`src/hw/rtl/atan2_pkg.sv`:
```
// Package for the atan2 block: widths, partition edges, cotangents,
// base angles and polynomial coefficients. No dependencies.
package atan2_pkg;
	localparam int CoordBits = 16;
	localparam int MagBits = CoordBits;
	localparam int AngleFracBits = 28;
	localparam int AngleBits = AngleFracBits + 3;
	localparam int QuoBits = 32;
	localparam int NumBits = MagBits + 34;
	localparam int DivSteps = 4;
	localparam int DivStages = QuoBits / DivSteps;

	localparam logic [63:0] TLimit = 64'd1073741823;
	localparam logic signed [35:0] PiQ = 36'sd13493037705;
	localparam logic signed [35:0] HalfPiQ = 36'sd6746518852;

	typedef logic [MagBits-1:0] mag_t;
	typedef logic [NumBits-1:0] num_t;

	// Control and sign data that travels with each item.
	typedef struct packed {
		logic yn;
		logic xn;
		logic xzero;
		logic undef;
		logic tneg;
		logic [3:0] part;
	} ctl_t;

	function automatic logic [32:0] edge_q(input int m);
		case (m)
			1: edge_q = 33'd105754339;
			2: edge_q = 33'd325716021;
			3: edge_q = 33'd573926962;
			4: edge_q = 33'd881197142;
			5: edge_q = 33'd1308358198;
			6: edge_q = 33'd2008829661;
			default: edge_q = 33'd3539652424;
		endcase
	endfunction

	function automatic logic [32:0] cot_q(input logic [3:0] r);
		case (r)
			4'd2: cot_q = 33'd5398064676;
			4'd3: cot_q = 33'd2592242074;
			4'd4: cot_q = 33'd1606968201;
			4'd5: cot_q = 33'd1073741824;
			4'd6: cot_q = 33'd717451349;
			4'd7: cot_q = 33'd444758426;
			4'd8: cot_q = 33'd213580528;
			default: cot_q = 33'd0;
		endcase
	endfunction

	function automatic logic signed [35:0] base_q(input logic [3:0] r);
		case (r)
			4'd2: base_q = 36'sd843314857;
			4'd3: base_q = 36'sd1686629713;
			4'd4: base_q = 36'sd2529944570;
			4'd5: base_q = 36'sd3373259426;
			4'd6: base_q = 36'sd4216574283;
			4'd7: base_q = 36'sd5059889139;
			4'd8: base_q = 36'sd5903203996;
			default: base_q = 36'sd0;
		endcase
	endfunction

	function automatic logic signed [35:0] coef_q(input int i);
		case (i)
			0: coef_q = 36'sd4294967296;
			1: coef_q = -36'sd1431655765;
			2: coef_q = 36'sd858993458;
			3: coef_q = -36'sd613566241;
			4: coef_q = 36'sd477115869;
			default: coef_q = -36'sd380988525;
		endcase
	endfunction

	// sign(a) * round(|a| * b / 2^32), ties away from zero.
	function automatic logic signed [35:0] mul_q32(input logic signed [35:0] a,
			input logic [31:0] b);
		logic neg;
		logic [35:0] mag;
		logic [67:0] prod;
		logic [35:0] res;
		neg = a[35];
		mag = neg ? 36'(-a) : 36'(a);
		prod = mag * b + 68'h0_8000_0000;
		res = prod[67:32];
		mul_q32 = neg ? -$signed(res) : $signed(res);
	endfunction
endpackage

```
`src/hw/rtl/atan2_div.sv`:
```
// One stage of the restoring fractional divider: DivSteps quotient bits.
// Depends on atan2_pkg.
module atan2_div (
	input logic [atan2_pkg::NumBits-1:0] rem_in,
	input logic [atan2_pkg::NumBits-1:0] den,
	input logic [atan2_pkg::QuoBits-1:0] quo_in,
	output logic [atan2_pkg::NumBits-1:0] rem_out,
	output logic [atan2_pkg::QuoBits-1:0] quo_out
);
	import atan2_pkg::*;

	// Each step doubles the remainder and subtracts the divisor when it fits.
	always_comb begin
		logic [NumBits-1:0] r;
		logic [QuoBits-1:0] q;
		r = rem_in;
		q = quo_in;
		for (int i = 0; i < DivSteps; i++) begin
			if (r >= den - r) begin
				r = r - (den - r);
				q = {q[QuoBits-2:0], 1'b1};
			end else begin
				r = r + r;
				q = {q[QuoBits-2:0], 1'b0};
			end
		end
		rem_out = r;
		quo_out = q;
	end
endmodule

```
`config.mk`:
```
export PLATFORM = sky130hd
export DESIGN_NAME = atan2_div
export DESIGN_NICKNAME = d
export VERILOG_FILES = /design/src/hw/rtl/atan2_pkg.sv /design/src/hw/rtl/atan2_div.sv
export SDC_FILE = /design/constraint.sdc
export NUM_CORES = 1
export LEC_CHECK = 0
export ABC_AREA = 1
export BUFFER_PORTS_ARGS = -buffer_cell sky130_fd_sc_hd__buf_2
export CORE_UTILIZATION = 45
export DETAILED_ROUTE_END_ITERATION = 8
export SYNTH_ARGS = -nofsm -noshare
export SYNTH_HDL_FRONTEND = slang
export SYNTH_SLANG_ARGS = --single-unit
```
`constraint.sdc`:
```
create_clock -name vclk -period 108.7
set_input_delay 21.74 -clock vclk [all_inputs]
set_output_delay 21.74 -clock vclk [all_outputs]
set_load 0.005 [all_outputs]
```
**Word-level counts from Yosys, hierarchy flattened**

Index checks and enable logic that the tools add are counted.

- Latch bits: 0
- Memories kept: 0
- Register bits after elaboration: 0
- Input bits: 132
- Logic and storage cells: 24
- Bits in writable memories: 0
- ROM bits: 0

- Bitwise logic cells: 0
- Add/subtract/negate cells: 12
- Eq/ne operators: 0
- Divide/modulo/power cells: 0
- $mul: 0
- Magnitude comparators: 4
- Shift-type cells: 0
- Mux-type cells: 8
- Reductions and logical operators: 0

Operator list:

| kind | number |
|---|---|
| $sub 50x50->50 | 8 |
| $add 50x50->50 | 4 |
| $ge 50x50->1 | 4 |
| $mux 50 | 4 |
| $mux 1 | 4 |

**Logic depth before layout (Yosys ltp)**

- Word-level depth: 12
- Mapped depth: 183
- Gate-level depth less buffers: 178

**Least setup slack after synthesis**

Ideal clock, no wire load.

- Path kind: in2out
- From: input port rem_in[2] in the netlist's numbering
- To: output port rem_out[1] in the netlist's numbering
- Setup slack: 42820 ps
- Path buffers: 7
- Arrival time: 44140 ps
- Stages on the path: 152
- Path through: inv_1 -> ha_1 -> nand2_1 -> o21ai_0 -> a21oi_1 -> nor2_1 -> nor2_1 -> nor3_1 -> nor2_1 -> inv_1 -> a21oi_1 -> inv_1 -> a21oi_1 -> nor2_1 -> nor2_1 -> o21bai_1 -> a21oi_1 -> o31ai_1 -> [116 not listed] -> ha_1 -> a21oi_1 -> inv_1 -> a31oi_1 -> inv_1 -> a21oi_1 -> o21ai_0 -> a31oi_1 -> o21ai_0 -> xnor2_1 -> ha_1 -> a21oi_1 -> o21a_1 -> o21ai_0 -> a2111oi_2 -> nand3_4 -> buf_4 -> o21ai_1

- Longest elaborated chain between the ends: 12

Ends and longest elaborated chain:

| element | RTL line | text |
|---|---|---|
| start, declared | atan2_div.sv:4 | `input logic [atan2_pkg::NumBits-1:0] rem_in,` |
| $sub 50x50->50 | atan2_div.sv:19, atan2_div.sv:20 |  |
| $ge 50x50->1 / $sub 50x50->50 (equally long branches) | atan2_div.sv:19, atan2_div.sv:20 |  |
| $mux 50 (*) | atan2_div.sv:19 | `if (r >= den - r) begin` |
| $sub 50x50->50 | atan2_div.sv:19, atan2_div.sv:20 |  |
| $sub 50x50->50 / $ge 50x50->1 (equally long branches) | atan2_div.sv:20, atan2_div.sv:19 |  |
| $mux 50 (*) | atan2_div.sv:19 |  |
| $sub 50x50->50 | atan2_div.sv:19, atan2_div.sv:20 |  |
| $sub 50x50->50 / $ge 50x50->1 (equally long branches) | atan2_div.sv:20, atan2_div.sv:19 |  |
| $mux 50 (*) | atan2_div.sv:19 |  |
| $sub 50x50->50 | atan2_div.sv:19, atan2_div.sv:20 |  |
| $sub 50x50->50 / $ge 50x50->1 (equally long branches) | atan2_div.sv:20, atan2_div.sv:19 |  |
| $mux 50 (*) | atan2_div.sv:19 |  |
| end, declared | atan2_div.sv:7 | `output logic [atan2_pkg::NumBits-1:0] rem_out,` |

Mark *: on every way between the ends. The rest lies on a longest branch, timed or not.

**Worst setup path after layout**

- From: input port den[0] in the netlist's numbering
- To: output port rem_out[11] in the netlist's numbering

- Longest elaborated chain between the ends: 12

Ends and longest elaborated chain:

| element | RTL line | text |
|---|---|---|
| start, declared | atan2_div.sv:5 | `input logic [atan2_pkg::NumBits-1:0] den,` |
| $sub 50x50->50 | atan2_div.sv:19, atan2_div.sv:20 |  |
| $sub 50x50->50 / $ge 50x50->1 (equally long branches) | atan2_div.sv:20, atan2_div.sv:19 |  |
| $mux 50 | atan2_div.sv:19 |  |
| $sub 50x50->50 | atan2_div.sv:19, atan2_div.sv:20 |  |
| $sub 50x50->50 / $ge 50x50->1 (equally long branches) | atan2_div.sv:20, atan2_div.sv:19 |  |
| $mux 50 | atan2_div.sv:19 |  |
| $sub 50x50->50 | atan2_div.sv:19, atan2_div.sv:20 |  |
| $sub 50x50->50 / $ge 50x50->1 (equally long branches) | atan2_div.sv:20, atan2_div.sv:19 |  |
| $mux 50 | atan2_div.sv:19 |  |
| $sub 50x50->50 | atan2_div.sv:19, atan2_div.sv:20 |  |
| $sub 50x50->50 / $ge 50x50->1 (equally long branches) | atan2_div.sv:20, atan2_div.sv:19 |  |
| $mux 50 (*) | atan2_div.sv:19 |  |

Marked as above.

==> run_results.csv <==
group,metric,value,unit
status,status,"complete, no violations",
floorplanning,core_area,52600,sq um
route,vias,27300,
min_path,min_path_type,"in -> out",
route,drt_first_pass_iters,6,
floorplanning,start_util,45.6,%
route,totalWireLength,79400,microns
yosys,synth_cell_types,58,
layout,seq_cell_count,0,
global_route,grt_antenna_before_repair,0,
yosys,synth_largest_area_cell,"ha_1",
yosys,synth_most_common_cell,"nand2_1",
yosys,yosys-top-cells-count,"1106 x nand2_1, 642 x inv_1, 429 x a21oi_1",
flow_run,drv_cap,0,
floorplanning,ios,214,
yosys,syn-instance-count,4311,
worst_setup_path,cp-start-kind,"input port",
placed_design,port_buffers,154,
clock_tree,post-cts-setup-buffer-count,0,
floorplanning,fp.dieW,233,microns
timing,maxSlewHeadroom,29.4,%
route,wire_per_inst,15.6,microns
layout,seq_area,0,sq um
route,drt_iter0_markers,1806,
global_route,grt_pass1_wl,127000,microns
route,drc,0,
timing,rsz0062_at_grt,"no",
floorplanning,dieArea,54100,sq um
timing,period_minus_slack,74.68,ns
worst_setup_path,worst_setup_path_end_kind,"output pin",
layout,syn_to_final_growth,5.10,%
placed_design,dp_hpwl,70700,microns
layout,drive_above_1_share,5.86,%
timing,max_freq,0.0134,GHz
clock_tree,cts_hold_buf,0,
layout,nClkBuffers,0,
yosys,yosys_warnings,0,
global_route,grt_max_degree,99,
worst_setup_path,cp_max_fo,98,
floorplanning,placementRows,84,
clock_tree,cts.repair.resized,0,
global_route,first_global_vias,25500,
yosys,synth.area.top_cells,"ha_1 18%, nand2_1 17%, inv_1 10%",
worst_setup_path,critPathSlowestCell,"inv_1",
yosys,yosysSeqAreaShare,0,%
yosys,synth_top_area_share,18.4,%
timing,worst_pin_slew,1.05,ns
timing,hold_viol_final,0,
worst_setup_path,crit_type,"in -> out",
route,ant_nets,0,
layout,nets,4893,
global_route,grtUsageTotal,28.9,%
worst_setup_path,worstPathRequired,86.96,ns
placed_design,gp_congestion,0.990,
yosys,syn_nets,4802,
timing,setup_viol,0,
worst_setup_path,slowest_delay,0.76,ns
layout,final_util,47.9,%
yosys,syn_avg_cell_area,5.56,sq um
route,vias_per_cell,5.36,
timing,setup_tns,0,ns
timing,fin_crit_sh,68.7,%
yosys,synth_area,24000,sq um
timing,finalMaxSlewViolations,0,
worst_setup_path,critPathMostFrequentCell,"nand2_1",
floorplanning,die_h,233,microns
global_route,grt.overflow.total,0,
worst_setup_path,worstPathArrival,52.94,ns
final timing paths:
kind                   from     endpoint  cells after the start
setup / recovery     den[0]  rem_out[11]                    154
hold / removal    quo_in[6]  quo_out[10]                      0
metrics by stage:
| step | setup WS, ns | hold WS [ns] | area, sq um | instances |
|---|---|---|---|---|
| after floorplan | 42.82 | 43.56 | 24000 | 4311 |
| final | 34.02 | 43.48 | 25200 | 5089 |
| after detailed placement | 34.62 | 43.48 | 25200 | 5088 |
| after global placement | 34.65 | 43.48 | 25200 | 5088 |
| after global routing | 31.06 | 43.48 | 25200 | 5088 |
| after CTS | 34.52 | 43.48 | 25200 | 5088 |
cells by family after synthesis:
kind of cell	synth area share, %
AOI/OAI and AO/OA	23.4
xor gates and xnor gates	12.0
adders and majority gates	18.9
buffers and inverters	12.3
and+or+nand+nor	33.4
critical path, delay by kind of cell:
family	cells	cell delay (ns)
xor+xnor	4	0.68
compound gates	64	15.39
buf+inv	15	3.14
simple gates	63	9.12
fa+ha+maj	8	2.67
cell usage in the layout (no fill, tap or decap), types with 16 or more instances in the layout:
master	n
o21bai_1	32
a21oi_1	429
nand3_2	22
nand4_1	43
a31oi_1	57
o21a_1	63
ha_1	353
o21ai_1	36
nand3_1	215
nand2_2	19
nor2_1	391
o21ai_0	272
nor3_1	42
inv_1	642
xnor2_1	147
nand2_1	1106
o211ai_1	18
a21o_1	16
buf_2	154
xor2_1	182
metal layers:
| layer | vias up | wire (microns) | global-route usage (%) |
|---|---|---|---|
| met3 | 90 | 4620 | 2.16 |
| met4 | 0 | 1880 | 5.74 |
| li1 | 14500 | - | - |
| met1 | 12000 | 34500 | 36.0 |
| met5 | - | 0 | 0 |
| met2 | 692 | 38400 | 53.8 |
final cells by class:
| class | count | area [sq um] |
|---|---|---|
| Multi-Input combinational cell | 3583 | 21000 |
| Tap cell | 688 | 861 |
| Inverter | 657 | 2470 |
| Fill cell | 6079 | 27400 |
| Antenna cell | 1 | 2.50 |
| Timing Repair Buffer | 160 | 816 |
Power is left out: the tool's default activity adds up to more than one toggle a clock period on the data nets, which glitch-free logic cannot reach.
